--- src/rtl/hnba_pkg.sv ---
// Package for the heap node block allocator: sizes, status codes, the result
// record and the block header size function. No dependencies.
`timescale 1ns / 1ps
`default_nettype none

package hnba_pkg;

    // Usable bytes in one heap block
    localparam int unsigned BLOCK_CAPACITY = 8176;

    // Header sizes: first block, bitmap blocks, ordinary page blocks
    localparam int unsigned FIRST_HDR  = 12;
    localparam int unsigned PAGE_HDR   = 2;
    localparam int unsigned BITMAP_HDR = 2 + 64;

    // Bitmap blocks sit at 8, 136, 264, ...
    localparam int unsigned BITMAP_PERIOD = 128;
    localparam int unsigned BITMAP_FIRST  = 8;
    localparam int unsigned PERIOD_W      = $clog2(BITMAP_PERIOD);

    localparam int unsigned MAX_SLOTS = 2047;
    localparam int unsigned MAX_BLOCK = 'hFFFF;

    // Worst case overhead: bitmap header, page map for one allocation, pad byte
    localparam int unsigned WORST_OVER = BITMAP_HDR + (4 + 2 * 2) + 1;
    localparam int unsigned LARGEST_ALLOC =
        (BLOCK_CAPACITY > WORST_OVER) ? BLOCK_CAPACITY - WORST_OVER : 0;

    // Field widths
    localparam int unsigned LEN_W    = 16;
    localparam int unsigned BLOCK_W  = 16;
    localparam int unsigned USED_W   = 14;
    localparam int unsigned COUNT_W  = 11;
    localparam int unsigned HEAPID_W = 32;
    localparam int unsigned HDR_W    = 7;
    localparam int unsigned NEED_W   = 18;

    localparam int unsigned IN_TDATA_W  = 16;
    localparam int unsigned OUT_TDATA_W = 64;

    typedef enum logic [1:0] {
        STATUS_OK        = 2'd0,
        STATUS_TOO_LARGE = 2'd1,
        STATUS_EXHAUSTED = 2'd2
    } status_t;

    typedef struct packed {
        logic                opened_new;
        logic [HEAPID_W-1:0] heap_id;
        logic [COUNT_W-1:0]  slot_number;
        logic [BLOCK_W-1:0]  block_number;
        status_t             status;
    } alloc_result_t;

    // Header bytes of a given block
    function automatic logic [HDR_W-1:0] header_bytes(input logic [BLOCK_W-1:0] blk);
        logic [HDR_W-1:0] hdr;
        if (blk == '0) begin
            hdr = HDR_W'(FIRST_HDR);
        end else if (blk[PERIOD_W-1:0] == PERIOD_W'(BITMAP_FIRST)) begin
            hdr = HDR_W'(BITMAP_HDR);
        end else begin
            hdr = HDR_W'(PAGE_HDR);
        end
        return hdr;
    endfunction

endpackage

`default_nettype wire

--- src/rtl/hnba_alloc_core.sv ---
// Allocation state (open block, bytes used, allocation count) and the
// combinational fit decision. Depends on hnba_pkg.
`timescale 1ns / 1ps
`default_nettype none

module hnba_alloc_core (
    input  wire logic                          aclk,
    input  wire logic                          aresetn,
    input  wire logic                          fire,
    input  wire logic [hnba_pkg::LEN_W-1:0]    length,
    output hnba_pkg::alloc_result_t            result
);

    logic [hnba_pkg::BLOCK_W-1:0] open_block_reg, open_block_next;
    logic [hnba_pkg::USED_W-1:0]  bytes_used_reg, bytes_used_next;
    logic [hnba_pkg::COUNT_W-1:0] slot_count_reg, slot_count_next;

    logic [hnba_pkg::NEED_W-1:0]  need;
    logic                         too_large;
    logic                         full;
    logic                         exhausted;
    logic [hnba_pkg::BLOCK_W-1:0] blk;
    logic [hnba_pkg::COUNT_W-1:0] slot;
    logic [hnba_pkg::USED_W-1:0]  used_base;

    // Bytes the open block would need: header + data + page map + pad
    assign need = hnba_pkg::NEED_W'(hnba_pkg::header_bytes(open_block_reg))
                + hnba_pkg::NEED_W'(bytes_used_reg)
                + hnba_pkg::NEED_W'(length)
                + {(hnba_pkg::NEED_W-1)'(slot_count_reg), 1'b0}
                + hnba_pkg::NEED_W'(9);

    assign too_large = length > hnba_pkg::LEN_W'(hnba_pkg::LARGEST_ALLOC);
    assign full      = (need > hnba_pkg::NEED_W'(hnba_pkg::BLOCK_CAPACITY))
                    || (slot_count_reg == hnba_pkg::COUNT_W'(hnba_pkg::MAX_SLOTS));
    assign exhausted = full && (open_block_reg == hnba_pkg::BLOCK_W'(hnba_pkg::MAX_BLOCK));

    // Target block and slot
    assign blk       = full ? open_block_reg + 1'b1 : open_block_reg;
    assign slot      = full ? hnba_pkg::COUNT_W'(1) : slot_count_reg + 1'b1;
    assign used_base = full ? '0 : bytes_used_reg;

    // Result record
    always_comb begin
        result = '0;
        if (too_large) begin
            result.status = hnba_pkg::STATUS_TOO_LARGE;
        end else if (exhausted) begin
            result.status = hnba_pkg::STATUS_EXHAUSTED;
        end else begin
            result.status       = hnba_pkg::STATUS_OK;
            result.block_number = blk;
            result.slot_number  = slot;
            result.heap_id      = {blk, slot, 5'b0};
            result.opened_new   = full;
        end
    end

    // State update on an accepted, successful request
    always_comb begin
        open_block_next = open_block_reg;
        bytes_used_next = bytes_used_reg;
        slot_count_next = slot_count_reg;
        if (fire && !too_large && !exhausted) begin
            open_block_next = blk;
            bytes_used_next = used_base + length[hnba_pkg::USED_W-1:0];
            slot_count_next = slot;
        end
    end

    always_ff @(posedge aclk) begin
        if (!aresetn) begin
            open_block_reg <= '0;
            bytes_used_reg <= '0;
            slot_count_reg <= '0;
        end else begin
            open_block_reg <= open_block_next;
            bytes_used_reg <= bytes_used_next;
            slot_count_reg <= slot_count_next;
        end
    end

endmodule

`default_nettype wire

--- src/rtl/heap_node_block_allocator.sv ---
// Top level of the heap node block allocator: input register, allocation
// core and result register. Depends on hnba_pkg and hnba_alloc_core.
//
// Usage:
//   s_ channel carries one allocation length per transfer; m_ channel returns
//   one result per request: status, block number, 1-based slot, packed heap
//   id and a new-block flag.
//   The length is registered at the input transfer; the fit decision and
//   state update then load the result register, which drives m_tvalid.
//   Throughput is one request per cycle while the result register is free
//   or m_tready is high; the three state registers are updated in the same
//   cycle the result is loaded, so the next request sees them at once.
//   When the receiver stalls, the result register holds its transfer and the
//   input register holds one more request; s_tready then drops until
//   m_tready returns (s_tready depends combinationally on m_tready).
//   Reset (aresetn low, synchronous) empties both registers and reopens
//   block 0 with no bytes and no allocations.
`timescale 1ns / 1ps
`default_nettype none

module heap_node_block_allocator (
    input  wire logic                                aclk,
    input  wire logic                                aresetn,
    input  wire logic                                s_tvalid,
    output logic                                     s_tready,
    // tdata: length[15:0]
    input  wire logic [hnba_pkg::IN_TDATA_W-1:0]     s_tdata,
    output logic                                     m_tvalid,
    input  wire logic                                m_tready,
    // tdata: status[1:0], block_number[17:2], slot_number[28:18],
    //        heap_id[60:29], opened_new[61], zero[63:62]
    output logic [hnba_pkg::OUT_TDATA_W-1:0]         m_tdata
);

    localparam int unsigned RES_W = $bits(hnba_pkg::alloc_result_t);

    logic                         in_valid_reg, in_valid_next;
    logic [hnba_pkg::LEN_W-1:0]   in_length_reg;
    logic                         out_valid_reg, out_valid_next;
    hnba_pkg::alloc_result_t      out_result_reg;
    hnba_pkg::alloc_result_t      core_result;
    logic                         advance;
    logic                         s_fire;

    // Move the held request into the result register when it is free
    assign advance  = in_valid_reg && (!out_valid_reg || m_tready);
    assign s_tready = !in_valid_reg || advance;
    assign s_fire   = s_tvalid && s_tready;

    hnba_alloc_core u_core (
        .aclk    (aclk),
        .aresetn (aresetn),
        .fire    (advance),
        .length  (in_length_reg),
        .result  (core_result)
    );

    // Valid flags
    always_comb begin
        in_valid_next  = in_valid_reg;
        out_valid_next = out_valid_reg;
        if (s_fire) begin
            in_valid_next = 1'b1;
        end else if (advance) begin
            in_valid_next = 1'b0;
        end
        if (advance) begin
            out_valid_next = 1'b1;
        end else if (m_tready) begin
            out_valid_next = 1'b0;
        end
    end

    always_ff @(posedge aclk) begin
        if (!aresetn) begin
            in_valid_reg  <= 1'b0;
            out_valid_reg <= 1'b0;
        end else begin
            in_valid_reg  <= in_valid_next;
            out_valid_reg <= out_valid_next;
        end
    end

    // Payload registers
    always_ff @(posedge aclk) begin
        if (s_fire) begin
            in_length_reg <= s_tdata[hnba_pkg::LEN_W-1:0];
        end
        if (advance) begin
            out_result_reg <= core_result;
        end
    end

    assign m_tvalid = out_valid_reg;
    assign m_tdata  = {(hnba_pkg::OUT_TDATA_W - RES_W)'(0), out_result_reg};

endmodule

`default_nettype wire

--- config.mk ---
export PLATFORM = sky130hd
export DESIGN_NAME = heap_node_block_allocator
export DESIGN_NICKNAME = d
export VERILOG_FILES = /design/src/rtl/hnba_pkg.sv /design/src/rtl/hnba_alloc_core.sv /design/src/rtl/heap_node_block_allocator.sv
export SDC_FILE = /design/constraint.sdc
export NUM_CORES = 1
export LEC_CHECK = 0
export CORE_UTILIZATION = 45
export CTS_CLUSTER_SIZE = 40
export DETAILED_ROUTE_END_ITERATION = 6
export DONT_BUFFER_PORTS = 1
export MAX_ROUTING_LAYER = met4
export PLACE_DENSITY = 0.67
export SLEW_MARGIN = 0
export SYNTH_ARGS = -nofsm -noshare
export SYNTH_HDL_FRONTEND = slang
export SYNTH_HIERARCHICAL = 1
export SYNTH_SLANG_ARGS = --single-unit
--- constraint.sdc ---
create_clock -name aclk -period 5.93 [get_ports aclk]
set_clock_uncertainty 0.1 [all_clocks]
set_input_delay 1.186 -clock aclk [delete_from_list [all_inputs] [get_ports aclk]]
set_output_delay 1.186 -clock aclk [all_outputs]
set_load 0.005 [all_outputs]
==> Word level (Yosys, flattened, before mapping) <==
Index checks and enable logic that the tools add are counted.
{ "op_classes": {"n_lt_le_gt_ge": 2, "n_addsub": 7, "n_eq_ne": 3, "reduce_logical": 16, "mux": 10} }
{ "ops": {"columns": ["op", "count"], "rows": [
  ["18-bit by 12-bit adder with 18-bit output", 1],
  ["18-bit by 16-bit adder with 18-bit output", 1],
  ["18-bit by 4-bit adder with 18-bit output, second input constant", 1],
  ["18-bit by 13-bit > comparator with 1-bit output, second input constant", 1],
  ["16-bit by 1-bit adder with 16-bit output, second input constant", 1],
  ["16-bit equality test, second input constant", 1],
  ["16-bit by 13-bit > comparator with 1-bit output, second input constant", 1],
  ["16-bit logical NOT", 1],
  ["16-bit 2-to-1 mux", 1],
  ["7-bit by 14-bit adder with 15-bit output", 1],
  ["14-bit adder", 1],
  ["14-bit 2-to-1 mux", 1],
  ["7-bit 2-to-1 mux", 2],
  ["11-bit by 1-bit adder with 11-bit output, second input constant", 1],
  ["11-bit equality test, second input constant", 1],
  ["11-bit 2-to-1 mux", 1],
  ["7-bit by 4-bit equality test with 1-bit output, second input constant", 1],
  ["1-bit logical AND", 5],
  ["1-bit logical NOT", 4],
  ["1-bit 2-to-1 mux", 4],
  ["2-bit nonzero test", 2],
  ["1-bit logical OR", 3],
  ["2-bit 2-to-1 mux", 1],
  ["2-bit OR reduction", 1]
]} }
{ "word_totals": {"ff_bits": 121, "wordCells": 50, "output_inout_bits": 66} }

==> Longest topological paths before layout <==
Gate-level depths: netlist (run 1).
{ "depth": {"ltp_word": 12, "ltp_mapped": 30, "mapped_depth_nobuf": 30} }

==> Cells and area by module <==
The synthesis (run 1) kept the hierarchy.
{ "by_module_without_submodules": {"columns": ["module", "cells_each", "seq_area_each_um2", "instances", "area_each_um2"], "rows": [
  ["hnba_alloc_core", 611, 820.8, 1, 4838.4],
  ["heap_node_block_allocator", 90, 2382.3, 1, 2464.9]
]} }

==> Worst setup path before layout (run 1) <==
Ideal clock, no wire load.
{ "synth_path": {"kind": "register to register", "start": "register u_core/open_block_reg[4] (netlist bit)", "end": "register u_core/bytes_used_reg[12] (netlist bit)", "path_buffers": 2, "path_stages_with_launch": 29, "slack_ns": -0.603, "synth_period_minus_slack_ns": 6.533, "t_arrival_ns": 6.375, "cell_sequence": "dfxtp_1 clkbuf_1 nor3_1 and3_1 nand4_1 fa_1 inv_1 fa_1 ha_1 fa_1 a211oi_2 o21ai_1 a211oi_2 o21a_1 mux2_4 a2111o_2 nor2_2 buf_4 nand2_1 fa_1 nor2b_1 o21ai_0 a21boi_0 o211ai_1 a21oi_1 nor3_1 or4_1 a21oi_1 mux2_1"} }
{ "synth_via": {"elab_chain_len": 12} }
{ "synth_lines": {"columns": ["element", "line", "text"], "rows": [
  ["start: declaration", "hnba_alloc_core.sv:14", "logic [hnba_pkg::BLOCK_W-1:0] open_block_reg, open_block_next;"],
  ["start signal: assignment", "hnba_alloc_core.sv:77", "open_block_reg <= open_block_next;"],
  ["branches (longest 12 deep; another with 18-bit by 16-bit adder with 18-bit output)", null, null],
  ["end signal: assignment", "hnba_alloc_core.sv:78", "bytes_used_reg <= bytes_used_next;"],
  ["end: declaration", "hnba_alloc_core.sv:15", "logic [hnba_pkg::USED_W-1:0] bytes_used_reg, bytes_used_next;"]
]} }
Parallel ways; which one is timed is not known.
A chain may end at the register's enable or synchronous reset.

==> Worst setup path after layout (run 1) <==
{ "layout_path": {"start": "register in_length_reg[2] (netlist bit)", "end": "register u_core/bytes_used_reg[12] (netlist bit)"} }
{ "layout_via": {"elab_chain_len": 8} }
{ "layout_lines": {"columns": ["element", "line", "text"], "rows": [
  ["start: declaration", "heap_node_block_allocator.sv:38", "logic [hnba_pkg::LEN_W-1:0] in_length_reg;"],
  ["start signal: assignment", "heap_node_block_allocator.sv:87", "in_length_reg <= s_tdata[hnba_pkg::LEN_W-1:0];"],
  ["branches (longest 8 deep; another with 18-bit by 16-bit adder with 18-bit output)", null, null]
]} }
Parallel ways; which one is timed is not known.

==> out/results.md, run 1 <==
| Parameter | Value |
| --- | --- |
| Antenna violations before repair | 0 |
| Cell area after placement | 7730 sq um |
| Run status | complete, but fails checks |
| CTS root buffer | sky130_fd_sc_hd__clkbuf_16 |
| Hold_buf cts | 0 |
| Async set-reset flop share out of synthesis | 0 |
| H-Tree Depth | 4 |
| Die width | 129 um |
| Clock slew at the register clock pins of the worst setup and hold paths | 0.06 ns |
| Syn. warnings | 6 |
| Core outline area | 15,900 sq um |
| Post-synth top area cell | sky130_fd_sc_hd__edfxtp_1 |
| Number of flip-flops under the largest register name | 62 |
| Post-layout minimum cycle time | 6.18 ns |
| Gate Count Post-Synth | 701 |
| Iteration-0 DRC count of the detailed router | 362 |
| Antenna-violating nets left | 0 |
| Routed length per placed instance | 18.0 um |
| Post-Synthesis Cell Area | 7300 sq um |
| Vias in the first global route | 5,420 |
| Count leader, synth | sky130_fd_sc_hd__edfxtp_1 |
| Static leakage power | 3.39 nW |
| Peak clock frequency supported by timing | 162 MHz |
| Cell with the largest stage delay on the worst path | sky130_fd_sc_hd__or4_1 |
| VDD IR-drop max | 0.199 mV |
| Kind of cell adding the most delay to the critical path | adder cells |
| Crit path setup slack, layout | -0.249 ns |
| Unrepaired setup endpoints after global routing | yes |
| Commonest cells in the netlist | sky130_fd_sc_hd__edfxtp_1, sky130_fd_sc_hd__a21oi_1, sky130_fd_sc_hd__ha_1 |
| Antenna diodes | 0 |
| Final routed DRC violation total | 0 |
| Post-synth top flop | sky130_fd_sc_hd__edfxtp_1 |
| Worst hold path class | register to register |
| Most common cell type on the critical path | sky130_fd_sc_hd__fa_2 |
| Part of the Yosys area used for sequential elements | 0.439 |
| Total grt overflow | 0 |
| Final nets | 841 |
| Height of the chip | 129 um |
| CP max stage delay | 0.47 ns |
| Total count of max-transition violations in the final report | 0 |
| Slew at the pin closest to its max-slew limit | 1.25 ns |
| Vias post-DR | 5,614 |
| Failing checks | negative setup slack |
| Number of core rows | 46 |
| Die outline area | 16,700 sq um |
| Number of flops mapped to enable cells by yosys | 78 |
| Clock sink count | 121 |
| Setup WS pre-CTS | -0.286 ns |
| FF+latch count, synth | 121 |
| Headroom to the max-slew limit | 0.166 |
| Input/output buffers | 0 |
| Number of setup violations in the final report | 4 |
| Class of the most critical setup path | register to register |
| Total power draw | 2.16 mW |
| Power density relative to cell area | 250 nW/um^2 |
| Crit path required time | 6.19 ns |
| Endpoint kind of the worst setup timing path | register |
| Number of maximum-capacitance violations | 0 |
| CP arrival | 6.44 ns |
| Synthesized area divided by synthesized cell count | 10.4 sq um |
| Pin count of the biggest net entering global routing | 64 |
| Ports | 86 |
| Layout Cell Area excl Fill | 8660 sq um |
| Final weighted congestion in routability-driven placement | 0.914 |
| Worst hold margin | 0.376 ns |
| Cell types occupying the most area after synthesis | sky130_fd_sc_hd__edfxtp_1, sky130_fd_sc_hd__dfxtp_1, sky130_fd_sc_hd__ha_1, sky130_fd_sc_hd__fa_1, sky130_fd_sc_hd__a21oi_1 |
| Proportion of netlist area held by the largest area contributor | 0.321 |
| Post-route clock period utilization | 1.04 |
| Via density | 5.75 |
| Peak fanout along the critical path | 3 |
| Final hold viol count | 0 |
| CP bufs+invs | 3 |
| Growth of design area from synthesis to finish | 18.5% |
| Worst-case clock buffer depth | 2 |
| Startpoint types | register |
| Share of post-route cells with drive strength above 1 | 0.223 |
| Final HPWL DP | 11.9 mm |
| Wirelength, routed | 17.6 mm |
| Total clock buffers created by CTS | 17 |
| First-pass GRT wire length | 26.9 mm |
| Starting density of the core | 0.460 |
| Overall fraction of global-route tracks in use | 0.220 |
| CTS tree | yes |
| Later-pin clock latency in the skew report | 0.42 ns |
| Drt first pass iters | 6 |
| Number of library cell types mapped by synthesis | 63 |
==> cells by family (layout without fill, tap and decap cells) <==
group,count (synthesis),after routing,synth area share
XOR/XNOR,39,39,0.0468
AND/OR/NAND/NOR,208,208,0.151
other,2,7,0.00103
AO/OA/AOI/OAI,156,156,0.144
buffers and inverters,98,153,0.0694
adder cells (fa/ha/maj),73,73,0.143
flip-flops,121,121,0.439
multiplexers,4,4,0.00634
==> timing repair <==
action	CTS	global route
buffers inserted	12	11
pin swaps	10	17
endpoints found under the setup margin	4	9
gates resized for setup	17	26
gates cloned	1	0
==> worst reg2reg max path: stages, from the launching register on <==
cell,delay [ns]
sky130_fd_sc_hd__edfxtp_1,0.40
sky130_fd_sc_hd__inv_2,0.09
sky130_fd_sc_hd__fa_2,0.43
sky130_fd_sc_hd__fa_2,0.37
sky130_fd_sc_hd__inv_2,0.06
sky130_fd_sc_hd__fa_1,0.41
sky130_fd_sc_hd__ha_2,0.21
sky130_fd_sc_hd__fa_2,0.37
sky130_fd_sc_hd__a211oi_2,0.21
sky130_fd_sc_hd__o21ai_2,0.09
sky130_fd_sc_hd__a211oi_2,0.23
sky130_fd_sc_hd__o21a_1,0.21
sky130_fd_sc_hd__mux2_4,0.34
sky130_fd_sc_hd__a2111oi_4,0.24
sky130_fd_sc_hd__nand2_2,0.11
sky130_fd_sc_hd__nor2_2,0.11
sky130_fd_sc_hd__ha_2,0.20
sky130_fd_sc_hd__inv_2,0.04
sky130_fd_sc_hd__fa_2,0.38
sky130_fd_sc_hd__nor2b_4,0.13
sky130_fd_sc_hd__o21ai_2,0.08
sky130_fd_sc_hd__a21boi_4,0.15
sky130_fd_sc_hd__o211ai_1,0.13
sky130_fd_sc_hd__a21oi_2,0.19
sky130_fd_sc_hd__nor3_1,0.10
sky130_fd_sc_hd__or4_1,0.47
sky130_fd_sc_hd__a21oi_1,0.16
sky130_fd_sc_hd__mux2_1,0.14
==> layout make-up <==
type / count / area (sq um)
repair buffers: 82 / 633
inverters: 39 / 146
clock buffers: 18 / 429
flip-flops and latches: 121 / 3200
well taps: 216 / 270
clock inverters: 14 / 174
multi-input cells: 487 / 3800
fillers: 1364 / 7230
==> path summary, 6_finish.rpt <==
check | start | depth (start not counted) | slack (ns) | endpoint
setup / recovery | in_length_reg[2] | 27 | -0.25 | u_core/bytes_used_reg[12]
hold / removal | u_core/bytes_used_reg[3] | 2 | 0.38 | u_core/bytes_used_reg[3]
setup reg to reg | in_length_reg[2] | 27 | -0.25 | u_core/bytes_used_reg[12]
hold reg to reg | u_core/bytes_used_reg[3] | 2 | 0.38 | u_core/bytes_used_reg[3]
==> report_power, final <==
group / total, mW / switching [mW] / internal (mW)
logic: 0.173 / 0.100 / 0.0723
clock network: 1.05 / 0.383 / 0.663
registers: 0.944 / 0.0180 / 0.926
==> through the flow <==
stage	TNS, ns	utilization	std cells
floorplan	-0.188	-	706
global placement	-0.244	0.486	924
detailed placement	-0.590	0.486	924
CTS	-0.277	0.533	967
global route	-2.42	0.545	977
finish	-0.685	0.545	977
==> per-layer routing <==
metal	wire, um	up-vias	global-route usage
met5	0	-	-
met4	511	0	0.104
met3	1130	50	0.0400
met1	7660	2677	0.268
li1	-	2635	-
met2	8310	252	0.353
==> cells in the final DEF, fill, tap and decap left out, drive strengths merged, types with 6 or more instances in the layout <==
cell type	n
inv	41
a21o	6
conb	7
clkinv	7
nand2	35
o31ai	16
a21oi	58
nand4	8
a211oi	12
nor2b	7
nand3	35
and3	18
or4	13
xnor2	32
dfxtp	43
buf	82
nor2	45
nor3	19
ha	56
clkbuf	18
fa	17
o21ai	28
edfxtp	78
xor2	7
nand3b	7
or3	9
(Power assumes the default switching activity.)
==> inputs of run 2 (changes only) <==
PLACE_DENSITY = 0.66   (was 0.67)
TNS_END_PERCENT = 30   (was unset)
==> run 2 against run 1 <==
The run still ends with negative setup slack left. Clock power fell by 9%. Final cell count fell by 1.1%. Sequential cell count is the same. Total power decreased by 4.2%. Critical endpoint unchanged. Highest routed layer unchanged.
==> out/results.md, run 2 (synthesis results as in run 1) <==
| Parameter | Value | Change |
| --- | --- | --- |
| Number of flip-flops under the largest register name | 62 | unchanged |
| Final hold viol count | 0 | unchanged |
| Final HPWL DP | 12.0 mm | +1.0% |
| Class of the most critical setup path | register to register |  |
| Overall fraction of global-route tracks in use | 0.215 | -0.00480 |
| Cell count after placement | 930 | +0.65% |
| H-Tree Depth | 4 | unchanged |
| Peak fanout along the critical path | 3 | unchanged |
| Core outline area | 15,900 sq um | unchanged |
| Crit path setup slack, layout | -0.360 ns | -0.111 ns |
| Drt first pass iters | 5 | -1 |
| Crit path required time | 6.20 ns | about the same |
| Total grt overflow | 0 | unchanged |
| Die outline area | 16,700 sq um | unchanged |
| Total clock buffers created by CTS | 17 | unchanged |
| Starting density of the core | 0.460 | unchanged |
| Vias in the first global route | 5,223 | -3.6% |
| Share of post-route cells with drive strength above 1 | 0.198 | -0.0258 |
| Number of setup violations in the final report | 4 | unchanged |
| Pin count of the biggest net entering global routing | 64 | unchanged |
| VDD IR-drop max | 0.192 mV | -3.2% |
| Ports | 86 | unchanged |
| Final routed DRC violation total | 0 | unchanged |
| Clock slew at the register clock pins of the worst setup and hold paths | 0.06 ns | about the same |
| Die width | 129 um | unchanged |
| Static leakage power | 3.27 nW | -3.4% |
| Leading cell types in the layout, fill and taps excluded | sky130_fd_sc_hd__edfxtp_1, sky130_fd_sc_hd__buf_4, sky130_fd_sc_hd__a21oi_1, sky130_fd_sc_hd__ha_1, sky130_fd_sc_hd__dfxtp_1 |  |
| Post-layout minimum cycle time | 6.29 ns | +0.111 ns |
| Total power draw | 2.07 mW | -4.2% |
| Power density relative to cell area | 246 nW/um^2 | -1.7% |
| Number of core rows | 46 | unchanged |
| Later-pin clock latency in the skew report | 0.42 ns | about the same |
| CTS root buffer | sky130_fd_sc_hd__clkbuf_16 |  |
| Antenna-violating nets left | 0 | unchanged |
| Leading cell type in the layout, fill and taps excluded | sky130_fd_sc_hd__edfxtp_1 |  |
| Number of cells in the finished layout apart from fillers | 966 | -1.1% |
| Unrepaired setup endpoints after global routing | yes |  |
| Iteration-0 DRC count of the detailed router | 340 | -6.1% |
| Total count of max-transition violations in the final report | 0 | unchanged |
| Final weighted congestion in routability-driven placement | 0.918 | +0.48% |
| First-pass GRT wire length | 26.3 mm | -2.3% |
| Peak clock frequency supported by timing | 159 MHz | -1.8% |
| Final nets | 829 | -1.4% |
| Hold_buf cts | 0 | unchanged |
| Via density | 5.69 | -1.1% |
| CTS tree | yes |  |
| Clock sink count | 121 | unchanged |
| Worst-case clock buffer depth | 2 | unchanged |
| Total negative slack | -0.734 ns | -0.0487 ns |
| Growth of design area from synthesis to finish | 15.4% |  |
| Height of the chip | 129 um | unchanged |
| Antenna violations before repair | 1 | +1 |
| Vias post-DR | 5,492 | -2.2% |
| Wirelength, routed | 16.8 mm | -4.4% |
| Slew at the pin closest to its max-slew limit | 1.37 ns | +0.121 ns |
| Input/output buffers | 0 | unchanged |
| Endpoint kind of the worst setup timing path | register |  |
| Routed length per placed instance | 17.4 um | -3.3% |
| Run status | complete, but fails checks |  |
| Post-route clock period utilization | 1.06 | +0.0188 |
| Failing checks | negative setup slack |  |
| CP arrival | 6.56 ns | +0.12 ns |
| Number of maximum-capacitance violations | 0 | unchanged |
| Headroom to the max-slew limit | 0.0852 | -0.0811 |
| Worst hold path class | register to register |  |
| Setup WS pre-CTS | -0.351 ns | -0.0653 ns |
| Startpoint types | register |  |
==> run 2: metal layers <==
layer,GRT usage,share of wire
met4,0.0962,0.019
met3,0.0566,0.073
met5,-,0
met2,0.322,0.46
met1,0.273,0.44
==> run 2: worst paths after layout <==
kind / end / slack [ns] / depth (start not counted) / startpoint
setup reg to reg: u_core/bytes_used_reg[12] / -0.36 / 27 / in_length_reg[2]
setup / recovery: u_core/bytes_used_reg[12] / -0.36 / 27 / in_length_reg[2]
hold / removal: u_core/bytes_used_reg[3] / 0.37 / 2 / u_core/bytes_used_reg[3]
hold reg to reg: u_core/bytes_used_reg[3] / 0.37 / 2 / u_core/bytes_used_reg[3]
==> run 2: per-stage QoR <==
stage	hold slack, ns	instance area [sq um]	utilization
CTS	0.372	8340	0.525
global route	0.404	8430	0.531
floorplan	0.344	7360	-
detailed placement	0.365	7770	0.489
finish	0.369	8430	0.531
global placement	0.355	7770	0.489
==> run 2: worst max-delay path: stages, from the launching register on <==
cell                        delay (ns)
sky130_fd_sc_hd__edfxtp_1         0.40
sky130_fd_sc_hd__inv_2            0.09
sky130_fd_sc_hd__fa_2             0.43
sky130_fd_sc_hd__fa_2             0.36
sky130_fd_sc_hd__inv_2            0.06
sky130_fd_sc_hd__fa_1             0.45
sky130_fd_sc_hd__ha_4             0.20
sky130_fd_sc_hd__fa_2             0.39
sky130_fd_sc_hd__a211oi_4         0.24
sky130_fd_sc_hd__o21ai_2          0.09
sky130_fd_sc_hd__a211oi_2         0.22
sky130_fd_sc_hd__o21a_1           0.21
sky130_fd_sc_hd__mux2_4           0.34
sky130_fd_sc_hd__a2111oi_4        0.26
sky130_fd_sc_hd__nand2_2          0.11
sky130_fd_sc_hd__nor2_2           0.09
sky130_fd_sc_hd__ha_2             0.19
sky130_fd_sc_hd__inv_2            0.04
sky130_fd_sc_hd__fa_2             0.36
sky130_fd_sc_hd__nor2b_2          0.13
sky130_fd_sc_hd__o21ai_2          0.07
sky130_fd_sc_hd__a21boi_2         0.18
sky130_fd_sc_hd__o211ai_1         0.14
sky130_fd_sc_hd__a21oi_2          0.19
sky130_fd_sc_hd__nor3_2           0.08
sky130_fd_sc_hd__or4_1            0.47
sky130_fd_sc_hd__a21oi_1          0.16
sky130_fd_sc_hd__mux2_4           0.15
==> run 2: layout make-up <==
class | instances | area, sq um
Antenna cell | 1 | 2.50
Clock buffer | 18 | 429
Clock inverter | 14 | 124
Fill cell | 1413 | 7450
Inverter | 39 | 146
Multi-Input combinational cell | 487 | 3730
Sequential cell | 121 | 3200
Tap cell | 216 | 270
Timing Repair Buffer | 70 | 529
==> run 2: where the power goes <==
| group | leakage (nW) | switching [mW] | internal (mW) |
|---|---|---|---|
| clock network | 0.264 | 0.382 | 0.575 |
| logic | 1.94 | 0.0987 | 0.0717 |
| registers | 1.07 | 0.0175 | 0.926 |
| total | 3.27 | 0.498 | 1.57 |
==> run 2: what timing repair did <==
action	4_1_cts	5_1_grt
endpoints found under the hold margin	0	0
setup buffers	1	2
endpoints found under the setup margin	4	11
resized for setup	4	21
pin swaps	3	7
==> inputs of run 3 (changes only) <==
CORE_ASPECT_RATIO = 0.9   (was unset)
==> run 3 against run 2 <==
The flow still finishes with violations (negative setup slack). Die area about the same. Highest routed layer unchanged. Sequential cell count unchanged. Non-clock buffer count increased by 7. Design area increased by 1.5%. Largest cell class unchanged. Sequential power about the same. Sequential share of layout area decreased by 0.58 points. Total power increased by 7.5%. Via count decreased by 0.27%.
==> out/results.md, run 3 (synthesis results as in run 1) <==
| Parameter | Value | Change |
| --- | --- | --- |
| Run status | complete, but fails checks |  |
| Failing checks | negative setup slack |  |
| Clock slew at the register clock pins of the worst setup and hold paths | 0.06 ns | about the same |
| Part of the power in registers | 0.424 | -0.032 |
| Class of the most critical setup path | register to register |  |
| Number of core rows | 43 | -6.5% |
| CP arrival | 6.44 ns | -0.12 ns |
| Net switching share of the total power | 0.232 | -0.00825 |
| H-Tree Depth | 4 | unchanged |
| Crit path setup slack, layout | -0.245 ns | +0.115 ns |
| Internal power of the cells | 1.71 mW | +8.7% |
| Number of setup violations in the final report | 3 | -1 |
| VDD IR-drop max | 0.195 mV | +1.1% |
| Total clock buffers created by CTS | 17 | unchanged |
| Ports | 86 | unchanged |
| Core outline area | 15,700 sq um | -1.4% |
| Final routed DRC violation total | 0 | unchanged |
| Height of the chip | 123 um | -5.1% |
| Peak clock frequency supported by timing | 162 MHz | +1.9% |
| Static leakage power | 3.35 nW | +2.4% |
| Die width | 136 um | +5.3% |
| Number of flip-flops under the largest register name | 62 | unchanged |
| Slew at the pin closest to its max-slew limit | 0.835 ns | -0.532 ns |
| Post-layout minimum cycle time | 6.18 ns | -0.115 ns |
| Logic pwr share | 0.077 | -0.005 |
| Switching pwr | 0.517 mW | +3.8% |
| Final nets | 836 | +0.84% |
| Startpoint types | register |  |
| Die outline area | 16,700 sq um | about the same |
| Leading cell type in the layout, fill and taps excluded | sky130_fd_sc_hd__edfxtp_1 |  |
| Input/output buffers | 0 | unchanged |
| Wirelength, routed | 17.5 mm | +3.8% |
| Total count of max-transition violations in the final report | 0 | unchanged |
| Endpoint kind of the worst setup timing path | register |  |
| Total grt overflow | 0 | unchanged |
| Filler Cell Count | 1,346 | -4.7% |
| Part of the power in the clock network | 0.499 | +0.037 |
| Drt first pass iters | 5 | unchanged |
| Worst-case clock buffer depth | 2 | unchanged |
| Pin count of the biggest net entering global routing | 63 | -1.6% |
| Final weighted congestion in routability-driven placement | 0.993 | +8.1% |
| Total negative slack | -0.436 ns | +0.298 ns |
| Antenna-violating nets left | 0 | unchanged |
| CTS root buffer | sky130_fd_sc_hd__clkbuf_16 |  |
| Cell area after placement | 7750 sq um | -0.23% |
| Final HPWL DP | 12.6 mm | +5.1% |
| Unrepaired setup endpoints after global routing | yes |  |
| Cell with the largest stage delay on the worst path | sky130_fd_sc_hd__or4_1 |  |
| CTS tree | yes |  |
| Worst hold margin | 0.373 ns | +0.00424 ns |
| Via density | 5.71 | +0.45% |
| Most common cell type on the critical path | sky130_fd_sc_hd__fa_2 |  |
| Later-pin clock latency in the skew report | 0.42 ns | about the same |
| Routed length per placed instance | 18.2 um | +4.6% |
| Antenna violations before repair | 1 | unchanged |
| Iteration-0 DRC count of the detailed router | 281 | -17% |
| Overall fraction of global-route tracks in use | 0.220 | +0.00504 |
| Starting density of the core | 0.466 | +0.00672 |
| Headroom to the max-slew limit | 0.442 | +0.357 |
| Crit path required time | 6.19 ns | about the same |
| Share of post-route cells with drive strength above 1 | 0.210 | +0.0127 |
| Power density relative to cell area | 260 nW/um^2 | +5.9% |
| Number of maximum-capacitance violations | 0 | unchanged |
| Clock sink count | 121 | unchanged |
| Layout Cell Area excl Fill | 8560 sq um | +1.5% |
| Setup WS pre-CTS | -0.282 ns | +0.0688 ns |
| Final hold viol count | 0 | unchanged |
| Peak fanout along the critical path | 3 | unchanged |
| First-pass GRT wire length | 27.0 mm | +2.6% |
| Worst hold path class | register to register |  |
| Post-route clock period utilization | 1.04 | -0.0194 |
| Leading cell types in the layout, fill and taps excluded | sky130_fd_sc_hd__edfxtp_1, sky130_fd_sc_hd__buf_4, sky130_fd_sc_hd__a21oi_1 |  |
| CP max stage delay | 0.46 ns | about the same |
| Vias in the first global route | 5,336 | +2.2% |
| Growth of design area from synthesis to finish | 17.2% |  |
| Vias post-DR | 5,477 | -0.27% |
==> run 3: layout make-up <==
| class | count | area, sq um | area share |
|---|---|---|---|
| diodes | 1 | 2.50 | 0.000292 |
| clock buffers | 17 | 425 | 0.0497 |
| clock inverters | 15 | 213 | 0.0248 |
| inverters | 39 | 146 | 0.0171 |
| multi-input cells | 487 | 3730 | 0.435 |
| flip-flops and latches | 121 | 3200 | 0.374 |
| well taps | 202 | 253 | 0.0295 |
| repair buffers | 77 | 591 | 0.0690 |
==> run 3: power by group through the flow <==
stage	Combinational, mW	Clock, mW	Sequential (mW)
finish	0.171	1.11	0.945
global placement	0.157	0	0.962
CTS	0.162	1.13	0.945
floorplan	0.115	0	0.958
global route	0.189	1.16	0.949
detailed placement	0.160	0	0.963
==> run 3: critical path, delay by kind of cell, from the launching register on <==
family | cells | cell delay [ns]
AOI/OAI and AO/OA | 10 | 1.68
DFF | 1 | 0.39
adders and majority gates | 7 | 2.36
and+or+nand+nor | 5 | 0.91
muxes | 2 | 0.47
buffers and inverters | 3 | 0.19
==> run 3: metrics by stage <==
| step | cells | utilization | power [mW] |
|---|---|---|---|
| after floorplan | 706 | - | 1.07 |
| after global placement | 916 | 0.495 | 1.12 |
| after CTS | 949 | 0.537 | 2.24 |
| final | 959 | 0.547 | 2.23 |
| after global routing | 959 | 0.547 | 2.30 |
| after detailed placement | 916 | 0.495 | 1.12 |
==> run 3: metal layers <==
layer,part of all wire,GRT usage,wire length [um]
met1,0.47,0.290,8290
met2,0.45,0.334,7850
met3,0.061,0.0450,1060
met4,0.016,0.0813,278
met5,0,-,0
==> run 3: repair_timing <==
| action | CTS | global route |
|---|---|---|
| setup endpoints to repair | 4 | 10 |
| gates cloned | 0 | 1 |
| hold buffers | 0 | 0 |
| pin swaps | 1 | 11 |
| resized for setup | 2 | 28 |
| setup buffers | 1 | 10 |
==> run 3: worst paths after layout <==
path / cells after the start / endpoint / from / slack (ns)
setup reg to reg: 27 / u_core/bytes_used_reg[12] / in_length_reg[2] / -0.25
hold reg to reg: 2 / u_core/bytes_used_reg[3] / u_core/bytes_used_reg[3] / 0.37
setup / recovery: 27 / u_core/bytes_used_reg[12] / in_length_reg[2] / -0.25
hold / removal: 2 / u_core/bytes_used_reg[3] / u_core/bytes_used_reg[3] / 0.37
